`config.mk`:
```
export PLATFORM = sky130hd
export DESIGN_NAME = serial_command_prefix_classifier_top
export DESIGN_NICKNAME = d
export VERILOG_FILES = /design/src/rtl/scp_pkg.sv /design/src/rtl/serial_command_prefix_classifier_top.sv /design/src/rtl/scp_match.sv
export SDC_FILE = /design/constraint.sdc
export NUM_CORES = 1
export LEC_CHECK = 0
export BUFFER_PORTS_ARGS = -buffer_cell sky130_fd_sc_hd__buf_2
export CORE_ASPECT_RATIO = 1.2
export CORE_MARGIN = 3
export CORE_UTILIZATION = 45
export DETAILED_ROUTE_END_ITERATION = 10
export GPL_TIMING_DRIVEN = 0
export PLACE_DENSITY = 0.72
export SYNTH_ARGS = -nofsm -noshare
export SYNTH_HDL_FRONTEND = slang
export SYNTH_SLANG_ARGS = --single-unit
export TNS_END_PERCENT = 1
```
`constraint.sdc`:
```
create_clock -name clk -period 4.5 [get_ports clk]
set_clock_uncertainty 0.2 [all_clocks]
set_input_delay 0.225 -clock clk [delete_from_list [all_inputs] [get_ports clk]]
set_output_delay 0.225 -clock clk [all_outputs]
set_load 0.05 [all_outputs]
```
`src/rtl/scp_pkg.sv`:
```
// Shared constants, types and prefix table of the serial command prefix classifier.
package scp_pkg;

    localparam int FRAME_DEPTH    = 64;
    localparam int POS_W          = $clog2(FRAME_DEPTH + 1);
    localparam int STORE_DEPTH    = 16;
    localparam int IDX_W          = $clog2(STORE_DEPTH);
    localparam int MAX_PREFIX_LEN = 15;
    localparam int NUM_PREFIXES   = 27;
    localparam int CODE_W         = 5;
    localparam int KEY_W          = $clog2(NUM_PREFIXES);

    localparam logic [CODE_W-1:0] CODE_START_TX    = 5'd0;
    localparam logic [CODE_W-1:0] CODE_INPUT_ERROR = 5'd28;
    localparam logic [IDX_W-1:0]  SCAN_LAST        = IDX_W'(MAX_PREFIX_LEN - 1);

    localparam logic [7:0] CHAR_HASH = 8'h23;
    localparam logic [7:0] CHAR_P    = 8'h50;
    localparam logic [7:0] CHAR_N    = 8'h4E;
    localparam logic [7:0] CHAR_T    = 8'h54;
    localparam int         START_TAIL_POS = 11;

    typedef enum logic [1:0] {
        S_IDLE,
        S_SCAN,
        S_EMIT
    } scp_state_t;

    typedef struct packed {
        logic init;
        logic step;
    } scp_ctl_t;

    function automatic logic [7:0] prefix_char(input logic [KEY_W-1:0] k,
                                               input logic [IDX_W-1:0] i);
        logic [8*MAX_PREFIX_LEN-1:0] txt;
        int unsigned                 len;
        int unsigned                 p;
        len = 0;
        p   = 0;
        case (k)
            5'd0:    txt = "#SET+FREQ=";
            5'd1:    txt = "#SET+NUM=";
            5'd2:    txt = "#SET+NU_FR=";
            5'd3:    txt = "#SET+GROUP=";
            5'd4:    txt = "#SET+DISP=";
            5'd5:    txt = "#SET+DELAY1=";
            5'd6:    txt = "#SET+DELAY2=";
            5'd7:    txt = "#SET+MESSAGE=";
            5'd8:    txt = "#SET+MODPOW=";
            5'd9:    txt = "#LOAD+NUM";
            5'd10:   txt = "#LOAD+GROUP";
            5'd11:   txt = "#HERD:";
            5'd12:   txt = "#GROUP:";
            5'd13:   txt = "#WIFI+SET+ON=";
            5'd14:   txt = "#WIFI+SET+SSID=";
            5'd15:   txt = "#WIFI+SET+PSK=";
            5'd16:   txt = "#WIFI+SAVESSID=";
            5'd17:   txt = "#WIFI+SAVEPSK=";
            5'd18:   txt = "#WIFI+STA=ON";
            5'd19:   txt = "#WIFI+STA=OFF";
            5'd20:   txt = "#WIFI+SHOWIP=";
            5'd21:   txt = "#WIFI+SHOWRSSI=";
            5'd22:   txt = "#WIFI+GETIP";
            5'd23:   txt = "#WIFI+GETRSSI";
            5'd24:   txt = "#WIFI+OK";
            5'd25:   txt = "#WIFI+FAIL";
            5'd26:   txt = "#FACTORYRESET";
            default: txt = '0;
        endcase
        for (int j = 0; j < MAX_PREFIX_LEN; j++) begin
            if (txt[j*8 +: 8] != 8'h00) begin
                len = 32'(j + 1);
            end
        end
        if (32'(i) >= len) begin
            return 8'h00;
        end
        p = (len - 32'(i) - 1) * 8;
        return txt[p +: 8];
    endfunction

endpackage

```
`src/rtl/serial_command_prefix_classifier_top.sv`:
```
// Top level of the serial command prefix classifier: frame store, sequencer, result register.
// Bytes and line-idle requests are accepted only while the sequencer is idle. After a
// line-idle request, frame positions 0 to 14 are walked through the shared compare stage
// (one position per cycle against all 27 prefixes at once), then the result register is
// loaded, which may wait while the previous result is still stalled; the next request is
// taken only after that load. Only the first 16 frame positions are kept, as no class reads
// further; the write position still wraps at the full frame depth.
module serial_command_prefix_classifier_top (
    input  logic                          clk,
    input  logic                          rst_n,
    input  logic                          in_valid,
    output logic                          in_stall,
    input  logic                          command,
    input  logic [7:0]                    data_byte,
    output logic                          out_valid,
    input  logic                          out_stall,
    output logic [scp_pkg::CODE_W-1:0]    class_code
);

    scp_pkg::scp_state_t               state_reg;
    scp_pkg::scp_state_t               state_next;
    logic [scp_pkg::POS_W-1:0]         pos_reg;
    logic [scp_pkg::POS_W-1:0]         pos_next;
    logic [7:0]                        byte_reg [scp_pkg::STORE_DEPTH];
    logic [scp_pkg::STORE_DEPTH-1:0]   byte_vld_reg;
    logic [scp_pkg::STORE_DEPTH-1:0]   byte_vld_next;
    logic [scp_pkg::IDX_W-1:0]         idx_reg;
    logic [scp_pkg::IDX_W-1:0]         idx_next;
    logic                              start_reg;
    logic                              start_next;
    logic                              out_valid_reg;
    logic                              out_valid_next;
    logic [scp_pkg::CODE_W-1:0]        class_code_reg;

    logic                              accept_in;
    logic                              rx_byte;
    logic                              idle_req;
    logic [scp_pkg::POS_W-1:0]         wr_pos;
    logic                              wr_in_store;
    logic [scp_pkg::IDX_W-1:0]         wr_idx;
    logic [7:0]                        b0;
    logic [7:0]                        b1;
    logic [7:0]                        b11;
    logic [7:0]                        byte_rd;
    logic                              start_hit_now;
    logic                              scan_done;
    logic                              slot_free;
    logic                              load_out;
    logic                              clear_frame;
    scp_pkg::scp_ctl_t                 ctl;
    logic [scp_pkg::CODE_W-1:0]        code;

    assign accept_in   = in_valid && !in_stall;
    assign rx_byte     = accept_in && !command;
    assign idle_req    = accept_in && command;
    assign wr_pos      = (pos_reg == scp_pkg::POS_W'(scp_pkg::FRAME_DEPTH)) ? '0 : pos_reg;
    assign wr_in_store = wr_pos < scp_pkg::POS_W'(scp_pkg::STORE_DEPTH);
    assign wr_idx      = wr_pos[scp_pkg::IDX_W-1:0];
    assign scan_done   = (state_reg == scp_pkg::S_SCAN) && (idx_reg == scp_pkg::SCAN_LAST);
    assign slot_free   = !out_valid_reg || !out_stall;

    assign b0      = byte_vld_reg[0] ? byte_reg[0] : 8'h00;
    assign b1      = byte_vld_reg[1] ? byte_reg[1] : 8'h00;
    assign b11     = byte_vld_reg[scp_pkg::START_TAIL_POS]
                     ? byte_reg[scp_pkg::START_TAIL_POS] : 8'h00;
    assign byte_rd = byte_vld_reg[idx_reg] ? byte_reg[idx_reg] : 8'h00;

    assign start_hit_now = (b0 == scp_pkg::CHAR_HASH)
                        && ((b1 == scp_pkg::CHAR_P) || (b1 == scp_pkg::CHAR_N))
                        && ((b11 == scp_pkg::CHAR_T) || (b11 == scp_pkg::CHAR_N));

    // next state
    always_comb
    begin
        state_next = state_reg;
        case (state_reg)
            scp_pkg::S_IDLE:
            begin
                if (idle_req) begin
                    state_next = scp_pkg::S_SCAN;
                end
            end
            scp_pkg::S_SCAN:
            begin
                if (scan_done) begin
                    state_next = scp_pkg::S_EMIT;
                end
            end
            scp_pkg::S_EMIT:
            begin
                if (slot_free) begin
                    state_next = scp_pkg::S_IDLE;
                end
            end
            default:
            begin
                state_next = scp_pkg::S_IDLE;
            end
        endcase
    end

    // sequencer outputs
    always_comb
    begin
        in_stall    = 1'b1;
        ctl.init    = 1'b0;
        ctl.step    = 1'b0;
        load_out    = 1'b0;
        clear_frame = 1'b0;
        case (state_reg)
            scp_pkg::S_IDLE:
            begin
                in_stall = 1'b0;
                ctl.init = idle_req;
            end
            scp_pkg::S_SCAN:
            begin
                ctl.step    = 1'b1;
                clear_frame = scan_done;
            end
            scp_pkg::S_EMIT:
            begin
                load_out = slot_free;
            end
            default:
            begin
                in_stall = 1'b1;
            end
        endcase
    end

    always_comb
    begin
        pos_next      = pos_reg;
        byte_vld_next = byte_vld_reg;
        if (clear_frame) begin
            pos_next      = '0;
            byte_vld_next = '0;
        end else if (rx_byte) begin
            pos_next = wr_pos + scp_pkg::POS_W'(1);
            if (wr_in_store) begin
                byte_vld_next[wr_idx] = 1'b1;
            end
        end
    end

    always_comb
    begin
        idx_next   = idx_reg;
        start_next = start_reg;
        if (idle_req) begin
            idx_next   = '0;
            start_next = start_hit_now;
        end else if (ctl.step && !scan_done) begin
            idx_next = idx_reg + scp_pkg::IDX_W'(1);
        end
    end

    always_comb
    begin
        out_valid_next = out_valid_reg;
        if (load_out) begin
            out_valid_next = 1'b1;
        end else if (!out_stall) begin
            out_valid_next = 1'b0;
        end
    end

    always_ff @(posedge clk or negedge rst_n)
    begin
        if (!rst_n) begin
            state_reg     <= scp_pkg::S_IDLE;
            pos_reg       <= '0;
            byte_vld_reg  <= '0;
            idx_reg       <= '0;
            start_reg     <= 1'b0;
            out_valid_reg <= 1'b0;
        end else begin
            state_reg     <= state_next;
            pos_reg       <= pos_next;
            byte_vld_reg  <= byte_vld_next;
            idx_reg       <= idx_next;
            start_reg     <= start_next;
            out_valid_reg <= out_valid_next;
        end
    end

    always_ff @(posedge clk)
    begin
        if (rx_byte && wr_in_store) begin
            byte_reg[wr_idx] <= data_byte;
        end
        if (load_out) begin
            class_code_reg <= code;
        end
    end

    scp_match u_match (
        .clk       (clk),
        .rst_n     (rst_n),
        .ctl       (ctl),
        .idx       (idx_reg),
        .byte_rd   (byte_rd),
        .start_hit (start_reg),
        .code      (code)
    );

    assign out_valid  = out_valid_reg;
    assign class_code = class_code_reg;

    a_pos_range: assert property (@(posedge clk) disable iff (!rst_n)
        pos_reg <= scp_pkg::POS_W'(scp_pkg::FRAME_DEPTH))
        else $error("write position beyond frame depth");

    a_clear_after_scan: assert property (@(posedge clk) disable iff (!rst_n)
        scan_done |=> (pos_reg == '0) && (byte_vld_reg == '0))
        else $error("frame not cleared after classification");

    a_scan_length: assert property (@(posedge clk) disable iff (!rst_n)
        idle_req |=> ##14 scan_done)
        else $error("scan did not finish after fifteen positions");

    a_load_sets_valid: assert property (@(posedge clk) disable iff (!rst_n)
        load_out |=> out_valid_reg && (class_code_reg <= scp_pkg::CODE_INPUT_ERROR))
        else $error("result not loaded or out of range");

    a_stall_while_busy: assert property (@(posedge clk) disable iff (!rst_n)
        (state_reg != scp_pkg::S_IDLE) |-> in_stall)
        else $error("request taken while classifying");

endmodule

```
`src/rtl/scp_match.sv`:
```
// Prefix match lanes, stepped one frame position per cycle, with priority encoder.
module scp_match (
    input  logic                          clk,
    input  logic                          rst_n,
    input  scp_pkg::scp_ctl_t             ctl,
    input  logic [scp_pkg::IDX_W-1:0]     idx,
    input  logic [7:0]                    byte_rd,
    input  logic                          start_hit,
    output logic [scp_pkg::CODE_W-1:0]    code
);

    logic [scp_pkg::NUM_PREFIXES-1:0] match_reg;
    logic [scp_pkg::NUM_PREFIXES-1:0] match_next;
    logic [scp_pkg::NUM_PREFIXES-1:0] lane_ok;

    always_comb
    begin
        for (int k = 0; k < scp_pkg::NUM_PREFIXES; k++) begin
            logic [7:0] c;
            c = scp_pkg::prefix_char(scp_pkg::KEY_W'(k), idx);
            lane_ok[k] = (c == 8'h00) || (c == byte_rd);
        end
    end

    always_comb
    begin
        match_next = match_reg;
        if (ctl.init) begin
            match_next = '1;
        end else if (ctl.step) begin
            match_next = match_reg & lane_ok;
        end
    end

    always_ff @(posedge clk or negedge rst_n)
    begin
        if (!rst_n) begin
            match_reg <= '0;
        end else begin
            match_reg <= match_next;
        end
    end

    always_comb
    begin
        code = scp_pkg::CODE_INPUT_ERROR;
        for (int k = scp_pkg::NUM_PREFIXES - 1; k >= 0; k--) begin
            if (match_reg[k]) begin
                code = scp_pkg::CODE_W'(k + 1);
            end
        end
        if (start_hit) begin
            code = scp_pkg::CODE_START_TX;
        end
    end

endmodule

```
==> flow_summary_export.csv <==
group,metric,value,unit
drt,drt-total-wl,67.7,mm
placement,gp_congestion,1.06,
grt,grt_max_degree,59,
worst_setup_path,reg2reg_depth,19,
sta,slew_viol_final,0,
logic_synthesis,synth_most_common_cell,"nand2_1",
drt,dr.pass1.iters,6,
sta,setup_violations,0,
worst_setup_path,required,4.65,ns
floorplanning,die_x,176,µm
sta,fmax,223,MHz
logic_synthesis,netlist_top_cells_count,"nand2_1 (169), a21oi_1 (139), edfxtp_1 (133)",
clock_tree,cts_made_buffers,17,
logic_synthesis,synth_xor_xnor_area_share,8.99,%
grt,grt_pass1_vias,15300,
logic_synthesis,async_flop_share,30.4,%
logic_synthesis,synthCells,1734,
clock_tree,cts_tree,"done",
floorplanning,rows,74,
clock_tree,clkTransAtPathRegs,0.08,ns
placement,hpwl,48.9,mm
sta,worstMarginPinSlew,1.14,ns
sta,period_minus_slack,4.48,ns
run_status,status,"finished clean",
finish,largest_register_ffs,128,
logic_synthesis,synthAdderAreaFrac,2.70,%
finish,regArea,5450,µm²
logic_synthesis,synth_nets,1779,
worst_setup_path,slowest_delay,0.45,ns
logic_synthesis,syn_avg_cell_area,8.98,µm²
sta,timing.final.crit_share,99.5,%
sta,slew_headroom,23.7,%
drt,num_vias,15600,
grt,antenna_found_initial,1,
grt,grt_pass1_wl,99.5,mm
finish,final_util,52.3,%
worst_setup_path,cp-end-kind,"flop",
min_path,hold_path.class,"input port to flop",
finish,n_fill_cell,3201,
clock_tree,htreeDepth,4,
floorplanning,die_y,210,µm
job,maxCapViolCount,0,
logic_synthesis,seq_area_frac_synth,35.0,%
drt,first_iter_violations,1748,
logic_synthesis,synthMuxAreaShare,7.69,%
logic_synthesis,yosys.area_share.simple,19.4,%
finish,layout-drive-gt1-share,18.6,%
logic_synthesis,synth_area,15600,µm²
worst_setup_path,cp-start-kind,"flop",
finish,multiInputGateArea,9920,µm²
logic_synthesis,yosysUniqueCellTypes,99,
grt,grt_overflow,0,
logic_synthesis,yosys_warnings,0,
finish,fin_nets,1846,
drt,drc,0,
clock_tree,worst_skew_pair.late_latency,0.46,ns
placement,portBuffers,19,
finish,area_growth,14.4,%
floorplanning,dieArea,36900,µm²
floorplanning,ioPinCount,20,
drt,ant_nets,0,
logic_synthesis,synth_top_cell_by_area,"edfxtp_1",
worst_setup_path,crit_type,"flop to flop",
floorplanning,core-area,34100,µm²
sta,hold_viol,0,
grt,track_usage,36.4,%
clock_tree,cts.sink_count,191,
logic_synthesis,synth_compound_area_share,21.3,%
min_path,holdPathStages,5,
logic_synthesis,synth_ff_type,"edfxtp_1",
clock_tree,cts_buffer_depth,2,
worst_setup_path,crit_fanout,13,
clock_tree,clockRootBuffer,"clkbuf_16",
worst_setup_path,critical_path.cell_chain,"buf_12 > buf_8 > buf_6 > clkinvlp_4 > buf_8 > buf_6 > buf_12 > ha_2 > clkbuf_2 > nor4_2 > a21oi_1 > nand3_1 > nand2_4 > mux2i_1 > nor3b_2 > buf_4 > o21ba_2 > a311oi_2 > o21ai_0",
worst_setup_path,worstPathArrival,4.63,ns
worst_setup_path,cp_slowest_cell,"dfrtp_2",
drt,wire_per_inst,29.8,µm
sta,rsz0062_at_grt,"true",
logic_synthesis,synth-edff-count,133,
logic_synthesis,synth_seq_cells,191,
logic_synthesis,yosysTopAreaCellShare,25.7,%
floorplanning,start_util,45.7,%
logic_synthesis,synth_top_family_by_area,"compound AO/OA/AOI/OAI gates",
drt,vias_per_cell,6.88,
logic_synthesis,synth.area.top_cells,"edfxtp_1 (26%), dfrtp_1 (9.3%), mux4_2 (6.2%)",
[stage by stage]
| step | instances | hold WS, ns | area [µm²] | setup slack, ns | setup TNS, ns |
|---|---|---|---|---|---|
| 5_1_grt | 2270 | 0.103 | 17800 | -0.0593 | -0.177 |
| 6_report | 2272 | 0.0604 | 17800 | 0.0225 | 0 |
| 3_5_place_dp | 2211 | 0.183 | 16200 | -2.39 | -51.67 |
| 2_1_floorplan | 1734 | -0.271 | 15600 | 0.0285 | 0 |
| 4_1_cts | 2263 | 0.0388 | 17400 | -0.0265 | -0.0265 |
| 3_3_place_gp | 2209 | 0.261 | 16200 | -2.35 | -51.95 |
[timing repair]
| item | CTS | global route |
|---|---|---|
| pin swaps | 5 | 7 |
| buffers inserted | 13 | 8 |
| hold buffers | 11 | 0 |
| endpoints found under the setup margin | 28 | 27 |
| resized for setup | 121 | 92 |
| endpoints found under the hold margin | 189 | 0 |
| gates cloned | 0 | 0 |
[routing by layer]
layer	up-vias	part of all wire [%]	GRT usage (%)	wire, µm
met1	7428	35	42.8	23500
li1	6683	-	-	-
met4	0	10	30.4	7040
met5	-	0	0	0
met2	1124	44	56.1	30100
met3	396	10	8.83	7030
[final cells by class]
class                      count  area share (%)
sequential                   191            30.6
clock inverter                12           0.688
inverter                      27           0.646
antenna                        2          0.0281
buffer                       131            4.49
tap                          456            3.20
clock buffer                  20            2.51
timing repair buffer          53            2.18
multi-input combinational   1380            55.7
[logic make-up (layout without fill, tap and decap cells)]
logic type / Yosys count / in the layout
AOI/OAI and AO/OA: 509 / 509
DFF: 191 / 191
adders and majority gates: 34 / 34
muxes: 62 / 62
other: 0 / 2
xor gates and xnor gates: 155 / 155
and+or+nand+nor: 620 / 620
buffers and inverters: 163 / 243
[worst max-delay path: cells and delay by family, from the launching register on]
family	cells	cell delay (ns)
simple gates	4	0.59
compound gates	4	1.01
fa+ha+maj	1	0.24
mux	1	0.28
buf+inv	9	1.58
flops	1	0.45
[path summary, 6_finish.rpt]
path,from,to,slack [ns]
max,idx_reg[0]$_DFFE_PN0P_,u_match.match_reg[5]$_DFFE_PN0P_,0.02
min,in_valid,pos_reg[1]$_DFFE_PN0P_,0.06
max reg2reg,idx_reg[0]$_DFFE_PN0P_,u_match.match_reg[5]$_DFFE_PN0P_,0.02
min reg2reg,out_valid$_DFFE_PN0P_,out_valid$_DFFE_PN0P_,0.31
max in group asynchronous,rst_n,idx_reg[1]$_DFFE_PN0P_,3.24
min in group asynchronous,rst_n,u_match.match_reg[1]$_DFFE_PN0P_,0.22
[cells in the final DEF, fill, tap and decap left out, types with 17 or more instances in the layout]
cell,Yosys,routed
o211ai_1,18,18
buf_4,10,35
nor2_1,132,125
o31ai_1,27,26
buf_2,50,61
nand4_1,28,28
clkbuf_1,61,29
o21a_1,19,19
a31oi_1,28,27
edfxtp_1,133,133
o21ai_0,107,104
nor4_1,24,22
ha_1,32,26
a21oi_1,139,134
nand3_1,97,96
mux4_2,43,43
dfrtp_1,58,54
nor3_1,53,43
inv_1,21,19
xnor2_1,100,98
clkbuf_2,0,20
nand2b_1,25,22
clkbuf_16,0,17
nand2_1,169,162
xor2_1,52,51
Power is not shown: default switching activity piles up to over one toggle a cycle in this logic, so the estimate is an artifact.
